--- config.mk ---
export PLATFORM = sky130hd
export DESIGN_NAME = lsac_ram
export DESIGN_NICKNAME = d
export VERILOG_FILES = /design/src/lsac_ram.sv
export SDC_FILE = /design/constraint.sdc
export NUM_CORES = 1
export LEC_CHECK = 0
export BUFFER_PORTS_ARGS = -buffer_cell sky130_fd_sc_hd__buf_2
export CORE_ASPECT_RATIO = 1.2
export CORE_MARGIN = 2
export CORE_UTILIZATION = 44
export DETAILED_ROUTE_END_ITERATION = 10
export HOLD_SLACK_MARGIN = 0.1
export PLACE_DENSITY = 0.65
export SETUP_SLACK_MARGIN = 0.2
export SLEW_MARGIN = 10
export SYNTH_ARGS = -nofsm -noshare
export SYNTH_HDL_FRONTEND = slang
export SYNTH_SLANG_ARGS = --single-unit
--- constraint.sdc ---
create_clock -name clk -period 2.5 [get_ports clk]
set_clock_uncertainty 0.2 [all_clocks]
set_input_delay 0.125 -clock clk [delete_from_list [all_inputs] [get_ports clk]]
set_output_delay 0.125 -clock clk [all_outputs]
set_load 0.005 [all_outputs]
--- src/lsac_ram.sv ---
`timescale 1ns / 1ps
// Generic single-write, single-read RAM with registered read data.
module lsac_ram #(
  parameter int WIDTH = 8,
  parameter int DEPTH = 64
) (
  input  logic                                    clk,
  input  logic                                    wr_en,
  input  logic [(DEPTH > 1 ? $clog2(DEPTH) : 1)-1:0] wr_addr,
  input  logic [WIDTH-1:0]                        wr_data,
  input  logic                                    rd_en,
  input  logic [(DEPTH > 1 ? $clog2(DEPTH) : 1)-1:0] rd_addr,
  output logic [WIDTH-1:0]                        rd_data
);

  logic [WIDTH-1:0] mem [DEPTH];

  always_ff @(posedge clk) begin
    if (wr_en) begin
      mem[wr_addr] <= wr_data;
    end
    if (rd_en) begin
      rd_data <= mem[rd_addr];
    end
  end

endmodule

==> Implementation_results.wiki, run 1 <==
{| class="wikitable"
! Metric !! Value
|-
| Status || complete, no violations
|-
| Final min period || 2.24 ns
|-
| Area overhead of the layout relative to synthesis || 17.0%
|-
| Die boundary width || 200 um
|-
| Share of the clock period used by the worst path after layout || 0.896
|-
| Global-route wire length before repair || 66800 um
|-
| Post-detailed-routing wire length || 44400 um
|-
| Setup repair after global routing missed its margin || yes
|-
| GRT overflow || 0
|-
| Core ar. || 45700 sq um
|-
| Number of vias after detailed routing || 9865
|-
| Layout cells sized above 1 || 0.315
|-
| Max-Cap Viols || 0
|-
| Share of power burned in the clock network || 0.398
|-
| Fraction of post-synthesis cell area in the top cell type by area || 0.771
|-
| Share of total power consumed by net switching || 0.200
|-
| Filler Cells Inserted || 3540
|-
| DR DRC count || 0
|-
| Power per standard cell area || 748 nW/um^2
|-
| Routability-driven placement congestion ratio || 0.824
|-
| Number of warnings printed during yosys synthesis || 0
|-
| Type of element launching the critical path || flop
|-
| Flop and latch count out of synthesis || 520
|-
| Hold crit path type || in2reg
|-
| Final total power || 17.7 mW
|-
| Detailed-router iteration count before antenna repair || 5
|-
| TritonCTS Buffers || 47
|-
| TritonCTS Sinks || 520
|-
| # port buffers || 30
|-
| Post-Synthesis Net Count || 963
|-
| Biggest area consumer among synthesized cells || edfxtp_1
|-
| Unique masters post-synth || 39
|-
| Clock tree from TritonCTS || yes
|-
| Die height || 239 um
|-
| Post-CTS repair timing setup buffer count || 0
|-
| Global-route usage over all layers || 0.193
|-
| LEAKAGE || 7.60 nW
|-
| Area used by multi-input combinational logic || 4340 sq um
|-
| Int Pwr || 14.2 mW
|-
| Antenna violations before repair || 1
|-
| Highest-count cells in the layout ignoring fill and taps || edfxtp_1 (520), mux4_2 (126), buf_4 (115), nor2_1 (81), clkbuf_16 (49)
|-
| Sequential cell area fraction in the yosys report || 0.771
|-
| Most common library cell in the layout ignoring fill and taps || edfxtp_1
|-
| Mean instance size in the synthesized netlist || 21.5 sq um
|-
| Clock transition at the registers of the reported paths || 0.06 ns
|-
| P_sw || 3.55 mW
|-
| Later-pin clock latency in the skew report || 0.56 ns
|-
| Vias in the first global route || 10300
|-
| Initial detailed-routing violation count || 856
|-
| Main flop type after synthesis || edfxtp_1
|-
| Required time worst endpoint || 2.61 ns
|-
| Pin count of the biggest net entering global routing || 65
|-
| Part of the total power dissipated in sequential elements || 0.547
|-
| Mapped Area || 20200 sq um
|-
| Post-Syn Instances || 940
|-
| # setup viols final || 0
|-
| Net total in the final layout || 1137
|-
| Worst vdd rail ir drop || 0.432 mV
|-
| Critical setup path kind || reg2reg
|-
| Maximum fanout along the worst path || 1
|-
| Worst endpoint data arrival time || 2.35 ns
|-
| Std cell rows || 86
|-
| Number of flops mapped to enable cells by yosys || 520
|-
| Worst setup slack after layout || 0.260 ns
|-
| Critical path capture point type || flop
|-
| Async set-reset flop share out of synthesis || 0
|-
| Relative slew margins || 0.236
|-
| Hold Fails Final Rpt || 0
|-
| Footprint of the flip-flops and latches || 15600 sq um
|-
| Count of final max-slew check failures || 0
|-
| Worst setup slack before clock tree synthesis || -0.0952 ns
|-
| Maximum operating frequency || 0.446 GHz
|-
| Post-DR vias/cell || 5.59
|-
| Buffer type at the clock tree root || clkbuf_16
|-
| Routed wirelength normalized by instance count || 25.2 um
|-
| Full die area || 47800 sq um
|-
| Half-perimeter wire length of the detailed placement result || 28300 um
|-
| Setup Total Neg Slack || 0 ns
|-
| Number of I/O pins || 31
|-
| Least-Margin Pin Slew || 1.15 ns
|-
| Residual antenna-violating net count after detailed routing || 0
|-
| Initial standard-cell utilization of the core || 0.443
|-
| Synth area leaders || edfxtp_1 (77%), mux4_2 (14%), nor2_1 (1.5%)
|-
| Combinational cell fraction of total power || 0.055
|-
| H-Tree Level Count || 2
|-
| Clock buffer depth || 3
|}
-- stage by stage --
stage	util	std cells	hold WS [ns]	area, sq um
after global routing	0.518	1763	0.211	23700
after detailed placement	0.480	1661	0.319	22000
final	0.518	1764	0.141	23700
after global placement	0.480	1661	0.321	22000
after CTS	0.518	1762	0.129	23700
after floorplan	-	940	0.0239	20200
-- worst max-delay path, stage by stage (launching register included) --
cell	delay [ns]
edfxtp_1	0.37
mux4_2	0.51
mux4_2	0.48
nor2_1	0.23
nor3_1	0.08
o2bb2ai_1	0.13
-- power by group through the flow --
stage	Clock (mW)	Sequential [mW]	Combinational [mW]
2_1_floorplan	0	9.87	0.515
3_3_place_gp	0	9.87	0.941
3_5_place_dp	0	9.88	0.955
4_1_cts	7.21	9.69	0.983
5_1_grt	7.48	9.69	1.05
6_report	7.06	9.69	0.973
-- metal layers --
metal  vias up  wire, um  GRT usage
li1       4274         -          -
met1      5233     18800      0.264
met2       280     22300      0.322
met3        78      1890     0.0223
met4         0      1440     0.0685
met5         -         0          0
-- what timing repair did --
| action | CTS | global route |
|---|---|---|
| gates resized for setup | 3 | 4 |
| hold buffers | 20 | 0 |
| endpoints found under the hold margin | 376 | 0 |
| endpoints found under the setup margin | 3 | 9 |
-- path summary, 6_finish.rpt --
path | slack (ns) | from | end | cells past startpoint
min | 0.14 | wr_addr[3] | mem[28][4]$_DFFE_PP_ | 3
max | 0.26 | mem[15][2]$_DFFE_PP_ | rd_data[2]$_DFFE_PP_ | 5
max reg2reg | 0.26 | mem[15][2]$_DFFE_PP_ | rd_data[2]$_DFFE_PP_ | 5
min reg2reg | 0.72 | mem[23][2]$_DFFE_PP_ | rd_data[2]$_DFFE_PP_ | 4
-- flip-flops by register name, indices dropped and copies added (netlist names) --
name,flops
mem,512
rd_data,8
-- cells by family (layout without fill, tap and decap cells) --
kind of cell	Yosys count	after routing	share of synthesized area
simple gates	153	153	0.0337
mux	162	162	0.159
other cells	0	2	0
flops	520	520	0.771
compound gates	54	54	0.0206
buf+inv	51	257	0.0156
-- Yosys cell counts (4+ instances only) --
cell type	count
edfxtp_1	520
mux4_2	126
nor2_1	83
mux2i_1	23
nand2_1	19
clkbuf_1	17
nor2b_1	14
buf_4	13
mux2_2	13
nand3_1	13
buf_2	11
o221ai_1	8
o22ai_1	8
nand2b_1	7
nor3_1	7
a221oi_1	6
a211oi_1	4
buf_1	4
buf_6	4
-- layout make-up --
type / instances / area share
Sequential cell: 520 / 0.659
Clock buffer: 63 / 0.0540
Multi-Input combinational cell: 369 / 0.183
Antenna cell: 2 / 0.000211
Timing Repair Buffer: 176 / 0.0622
Tap cell: 616 / 0.0325
Clock inverter: 18 / 0.00882
No activity file was read; power rests on OpenSTA's default activity.
==> run 2: changes to the inputs <==
--- a/config.mk
+++ b/config.mk
@@ -6,12 +6,14 @@
 export NUM_CORES = 1
 export LEC_CHECK = 0
 export BUFFER_PORTS_ARGS = -buffer_cell sky130_fd_sc_hd__buf_2
+export CELL_PAD_IN_SITES_DETAIL_PLACEMENT = 1
+export CELL_PAD_IN_SITES_GLOBAL_PLACEMENT = 1
 export CORE_ASPECT_RATIO = 1.2
 export CORE_MARGIN = 2
 export CORE_UTILIZATION = 44
 export DETAILED_ROUTE_END_ITERATION = 10
 export HOLD_SLACK_MARGIN = 0.1
-export PLACE_DENSITY = 0.65
+export PLACE_DENSITY = 0.71
 export SETUP_SLACK_MARGIN = 0.2
 export SLEW_MARGIN = 10
 export SYNTH_ARGS = -nofsm -noshare
==> run 2 against run 1 <==
Final area increased by 0.31%. Cell count increased by 0.85%. Non-clock buffer count increased by 9. Register-to-register slack got worse by 0.04 ns. Sequential share of layout area decreased by 0.20 points. Total power increased by 0.32%. Clock-buffer cell count decreased by 4. Sequential cell count unchanged. Maximum frequency decreased by 1.9%. Setup slack got worse by 0.045 ns. Sequential power about the same. Highest routed layer is now met5.
==> Implementation_results.wiki, run 2 (synthesis results as in run 1) <==
{| class="wikitable"
! Metric !! Value
|-
| Final cell count without fillers || 1779 (was 1764)
|-
| Crit path cell chain || mux4_2 -> mux4_2 -> o21ai_1 -> o41ai_1 (was mux4_2 -> mux4_2 -> nor2_1 -> nor3_1 -> o2bb2ai_1)
|-
| Required time worst endpoint || 2.61 ns (about the same)
|-
| Share of power burned in the clock network || 0.398 (about the same)
|-
| Half-perimeter wire length of the detailed placement result || 32500 um (was 28300 um)
|-
| Vias in the first global route || 10800 (was 10300)
|-
| # port buffers || 30 (unchanged)
|-
| Initial detailed-routing violation count || 948 (was 856)
|-
| LEAKAGE || 7.66 nW (was 7.60 nW)
|-
| Type of element launching the critical path || flop (unchanged)
|-
| Clock buffer depth || 3 (unchanged)
|-
| Detailed-router iteration count before antenna repair || 5 (unchanged)
|-
| Share of the clock period used by the worst path after layout || 0.914 (was 0.896)
|-
| Most flop-heavy register || mem (unchanged)
|-
| Final total power || 17.8 mW (was 17.7 mW)
|-
| Global-route usage over all layers || 0.215 (was 0.193)
|-
| Combinational cell fraction of total power || 0.057 (was 0.055)
|-
| DR DRC count || 0 (unchanged)
|-
| Initial standard-cell utilization of the core || 0.443 (unchanged)
|-
| Hold Fails Final Rpt || 0 (unchanged)
|-
| Most frequent CP cell || mux4_2 (unchanged)
|-
| Number of diodes || 0 (was 2)
|-
| Later-pin clock latency in the skew report || 0.59 ns (was 0.56 ns)
|-
| Placed cells || 1670 (was 1661)
|-
| Pin count of the biggest net entering global routing || 44 (was 65)
|-
| Antenna violations before repair || 1 (unchanged)
|-
| Power per standard cell area || 748 nW/um^2 (about the same)
|-
| Std cell rows || 86 (unchanged)
|-
| Hold Crit Depth || 3 (unchanged)
|-
| Flip-flop count of the largest register, all copies and words added || 512 (unchanged)
|-
| Final design area excluding fillers || 23800 sq um (was 23700 sq um)
|-
| Routability-driven placement congestion ratio || 0.773 (was 0.824)
|-
| Standard cell area after detailed placement || 22000 sq um (about the same)
|-
| Layout cells sized above 1 || 0.325 (was 0.315)
|-
| Maximum fanout along the worst path || 1 (unchanged)
|-
| Max-Cap Viols || 0 (unchanged)
|-
| TritonCTS Buffers || 49 (was 47)
|-
| P_sw || 3.77 mW (was 3.55 mW)
|-
| Net total in the final layout || 1148 (was 1137)
|-
| Area overhead of the layout relative to synthesis || 17.4% (was 17.0%)
|-
| Final min period || 2.28 ns (was 2.24 ns)
|-
| Post-DR vias/cell || 5.71 (was 5.59)
|-
| Worst vdd rail ir drop || 0.532 mV (was 0.432 mV)
|-
| R2r worst-path depth || 4 (was 5)
|-
| Status || complete, no violations (unchanged)
|-
| Die height || 239 um (unchanged)
|-
| # setup viols final || 0 (unchanged)
|-
| Global-route wire length before repair || 73000 um (was 66800 um)
|-
| Count of final max-slew check failures || 0 (unchanged)
|-
| Hold crit path type || in2reg (unchanged)
|-
| Critical path capture point type || flop (unchanged)
|-
| Worst Hold Slack || 0.165 ns (was 0.141 ns)
|-
| Post-CTS repair timing setup buffer count || 0 (unchanged)
|-
| Full die area || 47800 sq um (unchanged)
|-
| Die boundary width || 200 um (unchanged)
|-
| Number of I/O pins || 31 (unchanged)
|-
| Clock transition at the registers of the reported paths || 0.07 ns (was 0.06 ns)
|-
| Buffer type at the clock tree root || clkbuf_16 (unchanged)
|-
| Part of the total power dissipated in sequential elements || 0.545 (was 0.547)
|-
| Least-Margin Pin Slew || 0.965 ns (was 1.15 ns)
|-
| Residual antenna-violating net count after detailed routing || 0 (unchanged)
|-
| Routed wirelength normalized by instance count || 28.0 um (was 25.2 um)
|-
| Standard cell with the maximum stage delay on the critical path || mux4_2 (unchanged)
|-
| Share of total power consumed by net switching || 0.212 (was 0.200)
|-
| TritonCTS Sinks || 520 (unchanged)
|-
| Number of vias after detailed routing || 10200 (was 9865)
|-
| Largest registers || mem (512), rd_data (8) (unchanged)
|-
| Clock tree from TritonCTS || yes (unchanged)
|-
| Critical setup path kind || reg2reg (unchanged)
|-
| Setup repair after global routing missed its margin || no (was yes)
|-
| GRT overflow || 0 (unchanged)
|-
| Highest-count cells in the layout ignoring fill and taps || edfxtp_1 (520), mux4_2 (126), buf_4 (124), nor2_1 (81), clkbuf_16 (49) (was edfxtp_1 (520), mux4_2 (126), buf_4 (115), nor2_1 (81), clkbuf_16 (49))
|-
| Int Pwr || 14.0 mW (was 14.2 mW)
|-
| Most common library cell in the layout ignoring fill and taps || edfxtp_1 (unchanged)
|-
| Max stage delay on crit path || 0.52 ns (was 0.51 ns)
|-
| Post-detailed-routing wire length || 49800 um (was 44400 um)
|-
| Core ar. || 45700 sq um (unchanged)
|-
| Worst endpoint data arrival time || 2.40 ns (was 2.35 ns)
|-
| Relative slew margins || 0.357 (was 0.236)
|-
| Maximum operating frequency || 0.438 GHz (was 0.446 GHz)
|-
| H-Tree Level Count || 2 (unchanged)
|-
| Filler Cells Inserted || 4055 (was 3540)
|}
-- run 2: changes by cell type in the layout (fill, tap and decap cells not counted), moves of 2 or more --
cell	delta
clkinv_1	+4
clkbuf_1	-4
clkinv_2	+7
diode_2	-2
bufinv_16	-2
buf_4	+9
nor3_4	-2
clkinv_8	+2
-- run 2: final cells by class --
| type | count | area (sq um) | share of cell area |
|---|---|---|---|
| well taps | 616 | 771 | 0.0324 |
| clock buffers | 59 | 1260 | 0.0532 |
| multi-input cells | 369 | 4330 | 0.182 |
| flip-flops and latches | 520 | 15600 | 0.657 |
| repair buffers | 185 | 1540 | 0.0649 |
| clock inverters | 30 | 241 | 0.0102 |
-- run 2: final timing paths --
kind | from | to | slack, ns
worst min-delay path | rd_addr[4] | rd_data[0]$_DFFE_PP_ | 0.16
worst min register to register | mem[34][1]$_DFFE_PP_ | rd_data[1]$_DFFE_PP_ | 0.72
worst max register to register | mem[55][3]$_DFFE_PP_ | rd_data[3]$_DFFE_PP_ | 0.22
worst max-delay path | mem[55][3]$_DFFE_PP_ | rd_data[3]$_DFFE_PP_ | 0.22
-- run 2: worst max-delay path: cells and delay by family, from the launching register on --
family / cells / cell delay, ns
AOI/OAI and AO/OA: 2 / 0.44
muxes: 2 / 1.02
DFF: 1 / 0.37
-- run 2: through the flow --
step                      setup TNS (ns)  setup WS, ns  utilization
after global placement            -0.663        -0.239        0.482
after global routing                   0         0.207        0.520
final                                  0         0.215        0.520
after detailed placement          -0.692        -0.208        0.482
after floorplan                        0         0.369            -
after CTS                              0         0.222        0.520
-- run 2: routing by layer --
metal	part of all wire	vias up	wire, um	GRT usage
met2	0.51	298	25300	0.362
met4	0.030	2	1500	0.0689
met3	0.046	101	2310	0.0334
met5	0.00032	-	16	0
li1	-	4303	-	-
met1	0.42	5454	20700	0.289
-- run 2: what timing repair did --
action	in CTS	in global routing
gates cloned	0	0
resized for setup	2	4
pin swaps	0	1
endpoints found under the hold margin	386	0
setup endpoints to repair	2	11
hold buffers	20	0
-- run 2: power groups by stage --
stage               combinational [mW]  clock [mW]  sequential (mW)
floorplan                        0.515           0             9.87
global placement                 0.965           0             9.87
detailed placement               0.987           0             9.88
CTS                               1.02        7.20             9.69
global route                      1.07        7.47             9.69
finish                            1.01        7.08             9.69
==> run 3: changes to the inputs <==
==> constraint.sdc (replaced) <==
create_clock -name clk -period 2.3 [get_ports clk]
set_clock_uncertainty 0.2 [all_clocks]
set_input_delay 0.115 -clock clk [delete_from_list [all_inputs] [get_ports clk]]
set_output_delay 0.115 -clock clk [all_outputs]
set_load 0.005 [all_outputs]
==> run 3 against run 2 <==
First-iteration DRC count decreased by 3.7%. Non-clock buffer count rose by 1. Largest cell class unchanged. Clock-buffer cell count down 3. Via count is 0.93% higher. Sequential power rose by 8%. Die area unchanged.
==> Implementation_results.wiki, run 3 (synthesis results as in run 1) <==
{| class="wikitable"
! Metric !! Value
|-
| Status || complete, no violations (unchanged)
|-
| Core ar. || 45700 sq um (unchanged)
|-
| Routed wirelength normalized by instance count || 28.1 um (was 28.0 um)
|-
| Relative slew margins || 0.466 (was 0.357)
|-
| Filler Cells Inserted || 3998 (was 4055)
|-
| Half-perimeter wire length of the detailed placement result || 31800 um (was 32500 um)
|-
| LEAKAGE || 7.78 nW (was 7.66 nW)
|-
| Post-DR vias/cell || 5.76 (was 5.71)
|-
| Later-pin clock latency in the skew report || 0.57 ns (was 0.59 ns)
|-
| Initial standard-cell utilization of the core || 0.443 (unchanged)
|-
| Global-route usage over all layers || 0.219 (was 0.215)
|-
| Critical path capture point type || flop (unchanged)
|-
| Hold crit path type || in2reg (unchanged)
|-
| Footprint of the flip-flops and latches || 15600 sq um (unchanged)
|-
| TritonCTS Sinks || 520 (unchanged)
|-
| Residual antenna-violating net count after detailed routing || 0 (unchanged)
|-
| Max-Cap Viols || 0 (unchanged)
|-
| Type of element launching the critical path || flop (unchanged)
|-
| Met3 layer usage reported by global route || 0.0329 (was 0.0334)
|-
| Number of diodes || 0 (unchanged)
|-
| Post-CTS repair timing setup buffer count || 0 (unchanged)
|-
| DR DRC count || 0 (unchanged)
|-
| Antenna violations before repair || 0 (was 1)
|-
| GRT overflow || 0 (unchanged)
|-
| Flip-flop count of the largest register, all copies and words added || 512 (unchanged)
|-
| Required time worst endpoint || 2.42 ns (was 2.61 ns)
|-
| Highest-count cells in the layout ignoring fill and taps || edfxtp_1 (520), mux4_2 (126), buf_4 (120), nor2_1 (77), clkbuf_16 (51) (was edfxtp_1 (520), mux4_2 (126), buf_4 (124), nor2_1 (81), clkbuf_16 (49))
|-
| Final min period || 2.19 ns (was 2.28 ns)
|-
| TritonCTS Buffers || 49 (unchanged)
|-
| Global-route wire length before repair || 74700 um (was 73000 um)
|-
| Area used by multi-input combinational logic || 4460 sq um (was 4330 sq um)
|-
| Count of final max-slew check failures || 0 (unchanged)
|-
| Setup repair after global routing missed its margin || yes (was no)
|-
| Std cell rows || 86 (unchanged)
|-
| Maximum fanout along the worst path || 1 (unchanged)
|-
| Post-detailed-routing wire length || 50000 um (was 49800 um)
|-
| Clock tree from TritonCTS || yes (unchanged)
|-
| Worst setup slack after layout || 0.105 ns (was 0.215 ns)
|-
| # port buffers || 30 (unchanged)
|-
| Detailed-router iteration count before antenna repair || 5 (unchanged)
|-
| Most flop-heavy register || mem (unchanged)
|-
| Largest registers || mem (512), rd_data (8) (unchanged)
|-
| Number of I/O pins || 31 (unchanged)
|-
| Die height || 239 um (unchanged)
|-
| Clock buffer depth || 3 (unchanged)
|-
| Full die area || 47800 sq um (unchanged)
|-
| Maximum operating frequency || 0.456 GHz (was 0.438 GHz)
|-
| Layout cells sized above 1 || 0.350 (was 0.325)
|-
| GR Layer Usage met1 || 0.293 (was 0.289)
|-
| Most common library cell in the layout ignoring fill and taps || edfxtp_1 (unchanged)
|-
| Routability-driven placement congestion ratio || 0.814 (was 0.773)
|-
| Net total in the final layout || 1149 (was 1148)
|-
| Buffer type at the clock tree root || clkbuf_16 (unchanged)
|-
| Pin count of the biggest net entering global routing || 65 (was 44)
|-
| Worst endpoint data arrival time || 2.32 ns (was 2.40 ns)
|-
| Critical setup path kind || reg2reg (unchanged)
|-
| Clock transition at the registers of the reported paths || 0.06 ns (was 0.07 ns)
|-
| # setup viols final || 0 (unchanged)
|-
| Share of the clock period used by the worst path after layout || 0.954 (was 0.914)
|-
| Worst vdd rail ir drop || 0.460 mV (was 0.532 mV)
|-
| Power per standard cell area || 832 nW/um^2 (was 748 nW/um^2)
|-
| Final total power || 20.1 mW (was 17.8 mW)
|-
| Area overhead of the layout relative to synthesis || 19.2% (was 17.4%)
|-
| Global route hottest layer || met2 (unchanged)
|-
| Number of vias after detailed routing || 10300 (was 10200)
|-
| Worst setup slack before clock tree synthesis || -0.283 ns (was -0.208 ns)
|-
| Die boundary width || 200 um (unchanged)
|-
| Initial detailed-routing violation count || 913 (was 948)
|-
| Vias in the first global route || 11100 (was 10800)
|-
| M2 GR Usage || 0.366 (was 0.362)
|-
| Least-Margin Pin Slew || 0.801 ns (was 0.965 ns)
|-
| H-Tree Level Count || 2 (unchanged)
|-
| Setup Total Neg Slack || 0 ns (unchanged)
|-
| Hold Fails Final Rpt || 0 (unchanged)
|}
-- run 3: layer usage --
| layer | vias to the layer above | part of all wire |
|---|---|---|
| met1 | 5482 | 0.40 |
| met4 | 0 | 0.036 |
| met3 | 114 | 0.058 |
| met2 | 344 | 0.51 |
| met5 | - | 0 |
| li1 | 4312 | - |
-- run 3: final timing paths --
path                                        endpoint                  from  slack [ns]  cells past startpoint
worst max-delay path            rd_data[0]$_DFFE_PP_  mem[15][0]$_DFFE_PP_        0.11                      5
worst min-delay path            mem[58][5]$_DFFE_PP_            wr_addr[5]        0.14                      3
worst max register to register  rd_data[0]$_DFFE_PP_  mem[15][0]$_DFFE_PP_        0.11                      5
worst min register to register  rd_data[2]$_DFFE_PP_  mem[19][2]$_DFFE_PP_        0.71                      4
-- run 3: worst max-delay path, stage by stage (launching register included) --
cell       delay [ns]
edfxtp_1         0.38
mux4_2           0.51
mux4_2           0.55
nor2_4           0.12
nor3_2           0.05
o2bb2ai_2        0.13
-- run 3: per-stage QoR --
step                      instances  cell area (sq um)   util  hold slack, ns
after floorplan                 940              20200      -          0.0139
after global placement         1672              22100  0.484           0.298
after detailed placement       1672              22100  0.484           0.291
after CTS                      1779              24100  0.527           0.105
after global routing           1779              24100  0.528           0.168
final                          1779              24100  0.528           0.139
-- run 3: repair_timing --
action | in CTS | in global routing
hold buffers | 19 | 0
pin swaps | 3 | 2
endpoints found under the setup margin | 8 | 83
cloned | 0 | 0
resized for setup | 22 | 11
hold endpoints to repair | 417 | 0
-- run 3: layout make-up --
cell class	instances	share of cell area
sequential	520	0.647
multi-input combinational	369	0.185
timing repair buffer	186	0.0672
clock buffer	56	0.0537
tap	616	0.0319
clock inverter	32	0.0152
-- run 3: report_power, final --
group	switching, mW	internal, mW	total (mW)
Combinational	0.666	0.491	1.16
Sequential	0.0283	10.5	10.5
Clock	3.53	4.85	8.38
Total	4.22	15.8	20.1
